File: config.mk
export PLATFORM = sky130hd
export DESIGN_NAME = lru_key_value_cache_top
export DESIGN_NICKNAME = d
export VERILOG_FILES = /design/src/sv/lkvc_pkg.sv /design/src/sv/lkvc_ram.sv /design/src/sv/lkvc_front.sv /design/src/sv/lkvc_back.sv /design/src/sv/lru_key_value_cache_top.sv
export SDC_FILE = /design/constraint.sdc
export NUM_CORES = 2
export LEC_CHECK = 0
export ABC_AREA = 1
export ABC_CLOCK_PERIOD_IN_PS = 13900
export BUFFER_PORTS_ARGS = -buffer_cell sky130_fd_sc_hd__buf_2
export CAP_MARGIN = 5
export CORE_ASPECT_RATIO = 1.5
export CORE_MARGIN = 5
export CORE_UTILIZATION = 55
export CTS_CLUSTER_DIAMETER = 200
export DETAILED_ROUTE_END_ITERATION = 8
export HOLD_SLACK_MARGIN = 0.03
export MAX_ROUTING_LAYER = met4
export PLACE_DENSITY = 0.71
export SYNTH_ARGS = -nofsm -noshare
export SYNTH_HDL_FRONTEND = slang
export SYNTH_SLANG_ARGS = --single-unit
File: constraint.sdc
create_clock -name clk -period 13.9 [get_ports clk]
set_input_delay 3.475 -clock clk [delete_from_list [all_inputs] [get_ports clk]]
set_output_delay 3.475 -clock clk [all_outputs]
set_load 0.005 [all_outputs]
File: src/sv/lkvc_pkg.sv
// Package for the LRU key/handle cache: shared constants, item and state types.
// No dependencies; every other file in sv/ except lkvc_ram refers to it by scoped names.
package lkvc_pkg;

  localparam int ENTRIES_DEF = 16;   // default number of cache slots
  localparam int CAP_W       = 5;    // capacity register width
  localparam int KEY_W       = 32;
  localparam int HND_W       = 32;
  localparam int QDEPTH      = 2;    // front-to-back queue depth
  localparam logic [CAP_W-1:0] CAP_RESET = 5'd16;

  typedef enum logic {
    OP_LOOKUP = 1'b0,
    OP_INSERT = 1'b1
  } op_t;

  typedef struct packed {
    op_t              op;
    logic [KEY_W-1:0] key;
    logic [HND_W-1:0] handle;
  } item_t;

  typedef enum logic [1:0] {
    ST_IDLE,
    ST_SCAN,
    ST_DECIDE,
    ST_UPDATE
  } back_st_t;

endpackage

File: src/sv/lkvc_ram.sv
// Generic single-write, single-read RAM with registered read data.
// No dependencies.
module lkvc_ram #(
  parameter int WIDTH = 32,
  parameter int DEPTH = 16
) (
  input  logic                     clk,
  input  logic                     wr_en,
  input  logic [$clog2(DEPTH)-1:0] wr_addr,
  input  logic [WIDTH-1:0]         wr_data,
  input  logic [$clog2(DEPTH)-1:0] rd_addr,
  output logic [WIDTH-1:0]         rd_data
);

  logic [WIDTH-1:0] mem [DEPTH];

  always_ff @(posedge clk) begin
    if (wr_en) begin
      mem[wr_addr] <= wr_data;
    end
    rd_data <= mem[rd_addr];
  end

endmodule

File: src/sv/lkvc_front.sv
// Front end: accepts request transactions, decodes the request type and
// queues them for the back end. Depends on lkvc_pkg.
module lkvc_front (
  input  logic                           clk,
  input  logic                           rst_n,
  input  logic                           in_valid,
  output logic                           in_ready,
  input  logic                           in_req_type,
  input  logic [lkvc_pkg::KEY_W-1:0]     in_key,
  input  logic [lkvc_pkg::HND_W-1:0]     in_handle,
  output logic                           q_valid,
  output lkvc_pkg::item_t                q_item,
  input  logic                           q_pop
);

  localparam int PW = $clog2(lkvc_pkg::QDEPTH);
  localparam int FW = $clog2(lkvc_pkg::QDEPTH + 1);

  lkvc_pkg::item_t slot_r [lkvc_pkg::QDEPTH];
  logic [PW-1:0]   wr_ptr_r, rd_ptr_r;
  logic [FW-1:0]   fill_r;
  logic            push;
  lkvc_pkg::item_t item_in;

  assign in_ready = (fill_r != FW'(lkvc_pkg::QDEPTH));
  assign push     = in_valid && in_ready;
  assign q_valid  = (fill_r != '0);
  assign q_item   = slot_r[rd_ptr_r];

  always_comb begin
    item_in.op     = in_req_type ? lkvc_pkg::OP_INSERT : lkvc_pkg::OP_LOOKUP;
    item_in.key    = in_key;
    item_in.handle = in_handle;
  end

  always_ff @(posedge clk) begin
    if (push) begin
      slot_r[wr_ptr_r] <= item_in;
    end
  end

  always_ff @(posedge clk) begin
    if (!rst_n) begin
      wr_ptr_r <= '0;
      rd_ptr_r <= '0;
      fill_r   <= '0;
    end else begin
      if (push) begin
        wr_ptr_r <= (wr_ptr_r == PW'(lkvc_pkg::QDEPTH - 1)) ? '0 : wr_ptr_r + 1'b1;
      end
      if (q_pop) begin
        rd_ptr_r <= (rd_ptr_r == PW'(lkvc_pkg::QDEPTH - 1)) ? '0 : rd_ptr_r + 1'b1;
      end
      if (push && !q_pop) begin
        fill_r <= fill_r + 1'b1;
      end else if (!push && q_pop) begin
        fill_r <= fill_r - 1'b1;
      end
    end
  end

endmodule

File: src/sv/lkvc_back.sv
// Back end: scans the slot memories for the key, a free slot and the LRU slot, decides,
// writes back and walks the recency ranks. Depends on lkvc_pkg, lkvc_ram.
module lkvc_back #(
  parameter int ENTRIES = lkvc_pkg::ENTRIES_DEF
) (
  input  logic                           clk,
  input  logic                           rst_n,
  input  logic [lkvc_pkg::CAP_W-1:0]     capacity,
  input  logic                           q_valid,
  input  lkvc_pkg::item_t                q_item,
  output logic                           q_pop,
  output logic                           out_valid,
  input  logic                           out_ready,
  output logic                           out_hit,
  output logic [lkvc_pkg::HND_W-1:0]     out_handle_out,
  output logic                           out_evicted,
  output logic [lkvc_pkg::KEY_W-1:0]     out_evicted_key,
  output logic [lkvc_pkg::HND_W-1:0]     out_evicted_handle
);

  localparam int IW  = $clog2(ENTRIES);
  localparam int CW  = $clog2(ENTRIES + 1);
  localparam int EW  = ((CW > lkvc_pkg::CAP_W) ? CW : lkvc_pkg::CAP_W) + 1;
  localparam int KVW = lkvc_pkg::KEY_W + lkvc_pkg::HND_W;

  lkvc_pkg::back_st_t st_r, st_nxt;
  logic [IW:0]   cnt_r, cnt_nxt;
  logic          dv_r, dv_nxt;
  logic [IW-1:0] didx_r, didx_nxt;

  lkvc_pkg::op_t              op_r;
  logic [lkvc_pkg::KEY_W-1:0] key_r;
  logic [lkvc_pkg::HND_W-1:0] hnd_r;

  logic                       match_r;
  logic [IW-1:0]              midx_r;
  logic [IW-1:0]              mrank_r;
  logic [lkvc_pkg::HND_W-1:0] mhnd_r;
  logic                       lru_found_r;
  logic [IW-1:0]              lidx_r;
  logic [IW-1:0]              lrank_r;
  logic [lkvc_pkg::KEY_W-1:0] lkey_r;
  logic [lkvc_pkg::HND_W-1:0] lhnd_r;
  logic                       free_found_r;
  logic [IW-1:0]              fidx_r;

  logic [IW-1:0] tgt_r;
  logic [IW-1:0] rref_r;
  logic          ins_mode_r;

  logic [ENTRIES-1:0] valid_r;
  logic [CW-1:0]      count_r;

  logic                       out_valid_r;
  logic                       out_hit_r;
  logic [lkvc_pkg::HND_W-1:0] out_hnd_r;
  logic                       out_ev_r;
  logic [lkvc_pkg::KEY_W-1:0] out_evk_r;
  logic [lkvc_pkg::HND_W-1:0] out_evh_r;

  logic           kv_we, rk_we, load_out;
  logic [IW-1:0]  rd_addr;
  logic [KVW-1:0] kv_rd;
  logic [IW-1:0]  rk_rd, rk_wdata;

  logic          is_ins, ins_new, evict, need_upd, cur_valid;
  logic [IW-1:0] slot, tgt;
  logic [EW-1:0] cap_x, effcap, count_x;

  // Decision logic, valid once the scan is done
  always_comb begin
    cap_x   = EW'(capacity);
    count_x = EW'(count_r);
    if (cap_x == '0) begin
      effcap = EW'(1);
    end else if (cap_x > EW'(ENTRIES)) begin
      effcap = EW'(ENTRIES);
    end else begin
      effcap = cap_x;
    end
    is_ins    = (op_r == lkvc_pkg::OP_INSERT);
    ins_new   = is_ins && !match_r;
    evict     = ins_new && ((count_x >= effcap) || !free_found_r);
    slot      = evict ? lidx_r : fidx_r;
    need_upd  = ins_new || (match_r && !is_ins);
    tgt       = is_ins ? slot : midx_r;
    cur_valid = valid_r[didx_r];
  end

  // Rank rewrite during the update walk
  always_comb begin
    if (didx_r == tgt_r) begin
      rk_wdata = '0;
    end else if (cur_valid && (ins_mode_r || (rk_rd < rref_r))) begin
      rk_wdata = rk_rd + 1'b1;
    end else begin
      rk_wdata = rk_rd;
    end
  end

  always_comb begin
    st_nxt   = st_r;
    cnt_nxt  = cnt_r;
    dv_nxt   = 1'b0;
    didx_nxt = cnt_r[IW-1:0];
    rd_addr  = cnt_r[IW-1:0];
    q_pop    = 1'b0;
    kv_we    = 1'b0;
    rk_we    = 1'b0;
    load_out = 1'b0;
    unique case (st_r)
      lkvc_pkg::ST_IDLE: begin
        if (q_valid) begin
          q_pop   = 1'b1;
          cnt_nxt = '0;
          st_nxt  = lkvc_pkg::ST_SCAN;
        end
      end
      lkvc_pkg::ST_SCAN: begin
        if (cnt_r < (IW+1)'(ENTRIES)) begin
          dv_nxt  = 1'b1;
          cnt_nxt = cnt_r + 1'b1;
        end else if (!dv_r) begin
          st_nxt = lkvc_pkg::ST_DECIDE;
        end
      end
      lkvc_pkg::ST_DECIDE: begin
        if (!out_valid_r || out_ready) begin
          load_out = 1'b1;
          kv_we    = ins_new;
          cnt_nxt  = '0;
          st_nxt   = need_upd ? lkvc_pkg::ST_UPDATE : lkvc_pkg::ST_IDLE;
        end
      end
      lkvc_pkg::ST_UPDATE: begin
        rk_we = dv_r;
        if (cnt_r < (IW+1)'(ENTRIES)) begin
          dv_nxt  = 1'b1;
          cnt_nxt = cnt_r + 1'b1;
        end else if (!dv_r) begin
          st_nxt = lkvc_pkg::ST_IDLE;
        end
      end
      default: st_nxt = lkvc_pkg::ST_IDLE;
    endcase
  end

  always_ff @(posedge clk) begin
    if (!rst_n) begin
      st_r        <= lkvc_pkg::ST_IDLE;
      cnt_r       <= '0;
      dv_r        <= 1'b0;
      valid_r     <= '0;
      count_r     <= '0;
      out_valid_r <= 1'b0;
    end else begin
      st_r  <= st_nxt;
      cnt_r <= cnt_nxt;
      dv_r  <= dv_nxt;
      if (load_out) begin
        out_valid_r <= 1'b1;
        if (ins_new) begin
          valid_r[slot] <= 1'b1;
          if (!evict) begin
            count_r <= count_r + 1'b1;
          end
        end
      end else if (out_ready) begin
        out_valid_r <= 1'b0;
      end
    end
  end

  always_ff @(posedge clk) begin
    didx_r <= didx_nxt;
    if (q_pop) begin
      op_r         <= q_item.op;
      key_r        <= q_item.key;
      hnd_r        <= q_item.handle;
      match_r      <= 1'b0;
      lru_found_r  <= 1'b0;
      free_found_r <= 1'b0;
    end
    if (st_r == lkvc_pkg::ST_SCAN && dv_r) begin
      if (cur_valid && !match_r && kv_rd[KVW-1:lkvc_pkg::HND_W] == key_r) begin
        match_r <= 1'b1;
        midx_r  <= didx_r;
        mrank_r <= rk_rd;
        mhnd_r  <= kv_rd[lkvc_pkg::HND_W-1:0];
      end
      if (cur_valid && (!lru_found_r || rk_rd > lrank_r)) begin
        lru_found_r <= 1'b1;
        lidx_r      <= didx_r;
        lrank_r     <= rk_rd;
        lkey_r      <= kv_rd[KVW-1:lkvc_pkg::HND_W];
        lhnd_r      <= kv_rd[lkvc_pkg::HND_W-1:0];
      end
      if (!cur_valid && !free_found_r) begin
        free_found_r <= 1'b1;
        fidx_r       <= didx_r;
      end
    end
    if (load_out) begin
      tgt_r      <= tgt;
      rref_r     <= mrank_r;
      ins_mode_r <= is_ins;
      out_hit_r  <= match_r;
      out_hnd_r  <= (match_r && !is_ins) ? mhnd_r : '0;
      out_ev_r   <= evict;
      out_evk_r  <= evict ? lkey_r : '0;
      out_evh_r  <= evict ? lhnd_r : '0;
    end
  end

  lkvc_ram #(.WIDTH(KVW), .DEPTH(ENTRIES)) u_kv_ram (
    .clk     (clk),
    .wr_en   (kv_we),
    .wr_addr (slot),
    .wr_data ({key_r, hnd_r}),
    .rd_addr (rd_addr),
    .rd_data (kv_rd)
  );

  lkvc_ram #(.WIDTH(IW), .DEPTH(ENTRIES)) u_rank_ram (
    .clk     (clk),
    .wr_en   (rk_we),
    .wr_addr (didx_r),
    .wr_data (rk_wdata),
    .rd_addr (rd_addr),
    .rd_data (rk_rd)
  );

  assign out_valid          = out_valid_r;
  assign out_hit            = out_hit_r;
  assign out_handle_out     = out_hnd_r;
  assign out_evicted        = out_ev_r;
  assign out_evicted_key    = out_evk_r;
  assign out_evicted_handle = out_evh_r;

  a_count_bound: assert property (@(posedge clk) disable iff (!rst_n)
    count_r <= CW'(ENTRIES)) else $error("entry count above slot count");

  a_count_valid: assert property (@(posedge clk) disable iff (!rst_n)
    $countones(valid_r) == int'(count_r)) else $error("count disagrees with valid bits");

  a_evict_victim: assert property (@(posedge clk) disable iff (!rst_n)
    (load_out && evict) |-> lru_found_r) else $error("eviction without a victim");

  a_insert_sets: assert property (@(posedge clk) disable iff (!rst_n)
    (load_out && ins_new) |=> (count_r != '0)) else $error("insert left cache empty");

endmodule

File: src/sv/lru_key_value_cache_top.sv
// Top level of the fully associative LRU key/handle cache.
// Depends on lkvc_pkg, lkvc_front, lkvc_back (and lkvc_ram below it).
//
//  channel | direction | handshake               | payload
//  in_     | input     | in_valid / in_ready     | req_type, key, handle
//  out_    | output    | out_valid / out_ready   | hit, handle_out, evicted, evicted_key/handle
//  cfg_    | APB slave | psel, penable, pready=1 | capacity at byte address 0
//
// Each transaction takes a pop step, one pass over the key/rank memories to find
// the key, a free slot and the LRU slot (through the read pipeline), a decide step,
// then a second pass over the rank memory to rewrite the recency order (skipped on
// a lookup miss or a repeated insert).
// Reset is synchronous, active low; it empties the cache and sets capacity to 16.
// A two-entry queue lets requests land while the back end works; the result
// register holds one result, and the back end stalls in its decide step only.
module lru_key_value_cache_top #(
  parameter int ENTRIES = lkvc_pkg::ENTRIES_DEF
) (
  input  logic                       clk,
  input  logic                       rst_n,
  input  logic                       in_valid,
  output logic                       in_ready,
  input  logic                       in_req_type,
  input  logic [lkvc_pkg::KEY_W-1:0] in_key,
  input  logic [lkvc_pkg::HND_W-1:0] in_handle,
  output logic                       out_valid,
  input  logic                       out_ready,
  output logic                       out_hit,
  output logic [lkvc_pkg::HND_W-1:0] out_handle_out,
  output logic                       out_evicted,
  output logic [lkvc_pkg::KEY_W-1:0] out_evicted_key,
  output logic [lkvc_pkg::HND_W-1:0] out_evicted_handle,
  input  logic                       cfg_psel,
  input  logic                       cfg_penable,
  input  logic                       cfg_pwrite,
  input  logic [1:0]                 cfg_paddr,
  input  logic [31:0]                cfg_pwdata,
  output logic [31:0]                cfg_prdata,
  output logic                       cfg_pready
);

  logic [lkvc_pkg::CAP_W-1:0] capacity_r;
  logic                       q_valid, q_pop;
  lkvc_pkg::item_t            q_item;

  // Single register: every address decodes to capacity
  assign cfg_pready = 1'b1;
  assign cfg_prdata = {(32 - lkvc_pkg::CAP_W)'(cfg_paddr & 2'b00), capacity_r};

  always_ff @(posedge clk) begin
    if (!rst_n) begin
      capacity_r <= lkvc_pkg::CAP_RESET;
    end else if (cfg_psel && cfg_penable && cfg_pwrite && cfg_pready) begin
      capacity_r <= cfg_pwdata[lkvc_pkg::CAP_W-1:0];
    end
  end

  lkvc_front u_front (
    .clk         (clk),
    .rst_n       (rst_n),
    .in_valid    (in_valid),
    .in_ready    (in_ready),
    .in_req_type (in_req_type),
    .in_key      (in_key),
    .in_handle   (in_handle),
    .q_valid     (q_valid),
    .q_item      (q_item),
    .q_pop       (q_pop)
  );

  lkvc_back #(.ENTRIES(ENTRIES)) u_back (
    .clk                (clk),
    .rst_n              (rst_n),
    .capacity           (capacity_r),
    .q_valid            (q_valid),
    .q_item             (q_item),
    .q_pop              (q_pop),
    .out_valid          (out_valid),
    .out_ready          (out_ready),
    .out_hit            (out_hit),
    .out_handle_out     (out_handle_out),
    .out_evicted        (out_evicted),
    .out_evicted_key    (out_evicted_key),
    .out_evicted_handle (out_evicted_handle)
  );

endmodule

==> results.json <==
{
  "status": "completed",
  "numClockSinks": 1620,
  "dieArea_um2": 119000,
  "min_delay_path_depth": 0,
  "max_slew_margin_pct": 11.6,
  "ir_drop_mv": 0.171,
  "cts.clk_slew.worst_paths_ns": 0.06,
  "die_y_um": 419,
  "power_density_nw_per_um2": 189,
  "vias_per_cell": 5.84,
  "slew_violations": 0,
  "syn_avg_cell_area_um2": 14.2,
  "final_cell_mix": "1,506 x edfxtp_1, 708 x nor2_1, 486 x nand2_1, 302 x o21ai_0, 193 x inv_1",
  "ys_seq_elements": 1620,
  "cts_resized": 0,
  "synth_top_family_by_area": "simple AND/OR/NAND/NOR gates",
  "final_common_cell": "edfxtp_1",
  "multi_input_area_um2": 11700,
  "drt_iter0_drc": 3592,
  "syn-cell-area_um2": 61400,
  "critPathKind": "in2reg",
  "dr.pass1.iters": 5,
  "start_util_pct": 55.2,
  "grt_max_degree": 212,
  "coreArea_um2": 111000,
  "postCtsHoldBufs": 0,
  "post_cts_buffers": 0,
  "setup_tns_ns": 0,
  "drt-total-wl_um": 138000,
  "synth_compound_area_share_pct": 7.11,
  "htreeDepth": 4,
  "end_kind": "flip-flop",
  "synth_xor_area_share_pct": 0.228,
  "yosysUniqueCellTypes": 44,
  "fill_cells": 8028,
  "max-cap-violations": 0,
  "cts_buffers": 145,
  "antenna_found_initial": 2,
  "detail-route-antenna-nets": 0,
  "synthAdderAreaFrac_pct": 0.367,
  "period_share_pct": 44.3,
  "rr_worst_depth": 17,
  "grtUsageTotal_pct": 23.7,
  "dr_total_vias": 35200,
  "setup_viol": 0,
  "gp_congestion": 0.829,
  "synth_edf_count": 1506,
  "startpoint_type": "primary input",
  "hpwl_um": 71100,
  "clkLatencyLatePin_ns": 0.78,
  "leakage_nw": 23.3,
  "wl_per_cell_um": 22.8,
  "tightest_slew_ns": 1.33,
  "yosys_warnings": 0,
  "grt_pass1_wl_um": 206000,
  "hold_viol": 0,
  "fin_skew_ns": 0.0258,
  "cts_buffer_depth": 3,
  "grt_pass1_vias": 34500,
  "fin_crit_ns": 6.16,
  "critical_path.max_fanout": 50,
  "area_growth_pct": 10.9,
  "cts_tree": "built",
  "drc": 0,
  "rsz0062_at_grt": "no",
  "root_buffer": "clkbuf_16",
  "synthSimpleGateAreaFrac_pct": 9.33,
  "fmax_ghz": 0.162,
  "port_buffers": 181,
  "ys_seq_area_share_pct": 77.4,
  "layout-drive-gt1-share_pct": 11.4,
  "critPathArrivalTime_ns": 6.55,
  "hp-class": "reg2reg",
  "register_area_um2": 47500,
  "io_pins": 239,
  "chipWidth_um": 283,
  "syn_inst": 4325,
  "synth_flop_cell": "edfxtp_1",
  "worstPathRequired_ns": 14.29,
  "synth-async-reset-ratio_pct": 0,
  "grt_overflow_total": 0,
  "whs_ns": 0.394,
  "num_rows": 150,
  "synthMuxAreaShare_pct": 1.84,
  "final_net_count": 4589
}
==> critical path, cell delays in order <==
cell      delay (ns)
buf_2           0.08
nor2_1          0.08
nor2_4          0.10
buf_4           0.62
nand2_1         0.14
clkinv_2        0.14
nand3_2         0.11
nor2_2          0.20
nand2_1         0.12
clkinv_2        0.62
buf_4           0.76
==> metrics by stage <==
step / cells / total power [mW] / utilization [%] / worst slack (ns) / cell area (µm²)
global route: 6033 / 13.4 / 61.2 / 7.61 / 68100
global placement: 5761 / 8.84 / 56.8 / 6.97 / 63200
finish: 6033 / 12.9 / 61.2 / 7.74 / 68100
detailed placement: 5761 / 8.92 / 56.8 / 6.91 / 63200
CTS: 6031 / 13.0 / 61.2 / 7.76 / 68100
floorplan: 4351 / 8.17 / - / 5.16 / 61500
==> registers in the layout, summed over array words and instances, names as in the netlist, 64 cells and up <==
signal / count
u_front.slot_r: 130
u_back.u_kv_ram.mem: 1024
u_back.u_kv_ram.rd_data: 64
u_back.u_rank_ram.mem: 64
==> cell usage after synthesis, types with 2 or more instances <==
library cell / count / area share (%)
edfxtp_1: 1506 / 74
a21oi_1: 45 / 0.37
buf_2: 50 / 0.41
or2_2: 18 / 0.18
clkinv_1: 3 / 0.018
inv_2: 4 / 0.024
nand2_2: 3 / 0.031
nor2_1: 712 / 4.4
nand3_1: 139 / 1.1
nor3_1: 15 / 0.12
conb_1: 2 / 0.012
xnor2_1: 7 / 0.10
nor2_2: 11 / 0.11
o21ai_1: 6 / 0.049
nand2_4: 2 / 0.037
nand3b_1: 3 / 0.037
nand3_2: 3 / 0.049
inv_1: 212 / 1.3
mux2i_1: 113 / 1.8
o221ai_1: 113 / 1.6
ha_1: 18 / 0.37
nor2_4: 3 / 0.055
o21ai_0: 302 / 2.5
xor2_1: 9 / 0.13
nand2_1: 486 / 3.0
nor3b_1: 5 / 0.061
nand4_1: 16 / 0.16
dfxtp_1: 114 / 3.7
o32ai_1: 159 / 2.3
o211ai_1: 24 / 0.29
buf_4: 45 / 0.55
clkbuf_1: 129 / 0.79
buf_8: 3 / 0.073
buf_6: 29 / 0.53
buf_1: 7 / 0.043
==> logic make-up after synthesis <==
logic type | Yosys count
adder cells (fa/ha/maj) | 18
AND/OR/NAND/NOR | 1419
other | 2
multiplexers | 113
flip-flops | 1620
buffers and inverters | 484
XOR/XNOR | 16
AO/OA/AOI/OAI | 653
==> final cells by class <==
type	count	share of cell area, %
sequential	1620	69.7
multi-input combinational	2247	17.2
clock buffer	198	5.99
tap	1444	2.65
timing repair buffer	230	1.91
inverter	221	1.27
clock inverter	72	1.20
antenna	1	0.00367
==> layer usage <==
metal / part of all wire [%] / track usage (%)
met1: 39 / 29.5
met2: 51 / 40.1
met3: 6.6 / 3.68
met4: 3.3 / 8.43
met5: 0 / -
==> worst paths after layout <==
kind              startpoint                     endpoint  slack, ns
max                out_ready  u_back.u_kv_ram.mem[12][62]       7.74
min          u_back.cnt_r[3]             u_back.didx_r[3]       0.39
max reg2reg    capacity_r[3]  u_back.u_kv_ram.mem[12][62]       9.22
min reg2reg  u_back.cnt_r[3]             u_back.didx_r[3]       0.39
==> where the power goes <==
part / leakage (nW) / internal (mW) / switching, mW
sequential: 14.6 / 6.30 / 0.557
clock: 2.39 / 2.34 / 1.74
combinational: 6.33 / 0.580 / 1.39
total: 23.3 / 9.23 / 3.68
No activity file was read; power rests on OpenSTA's default activity.
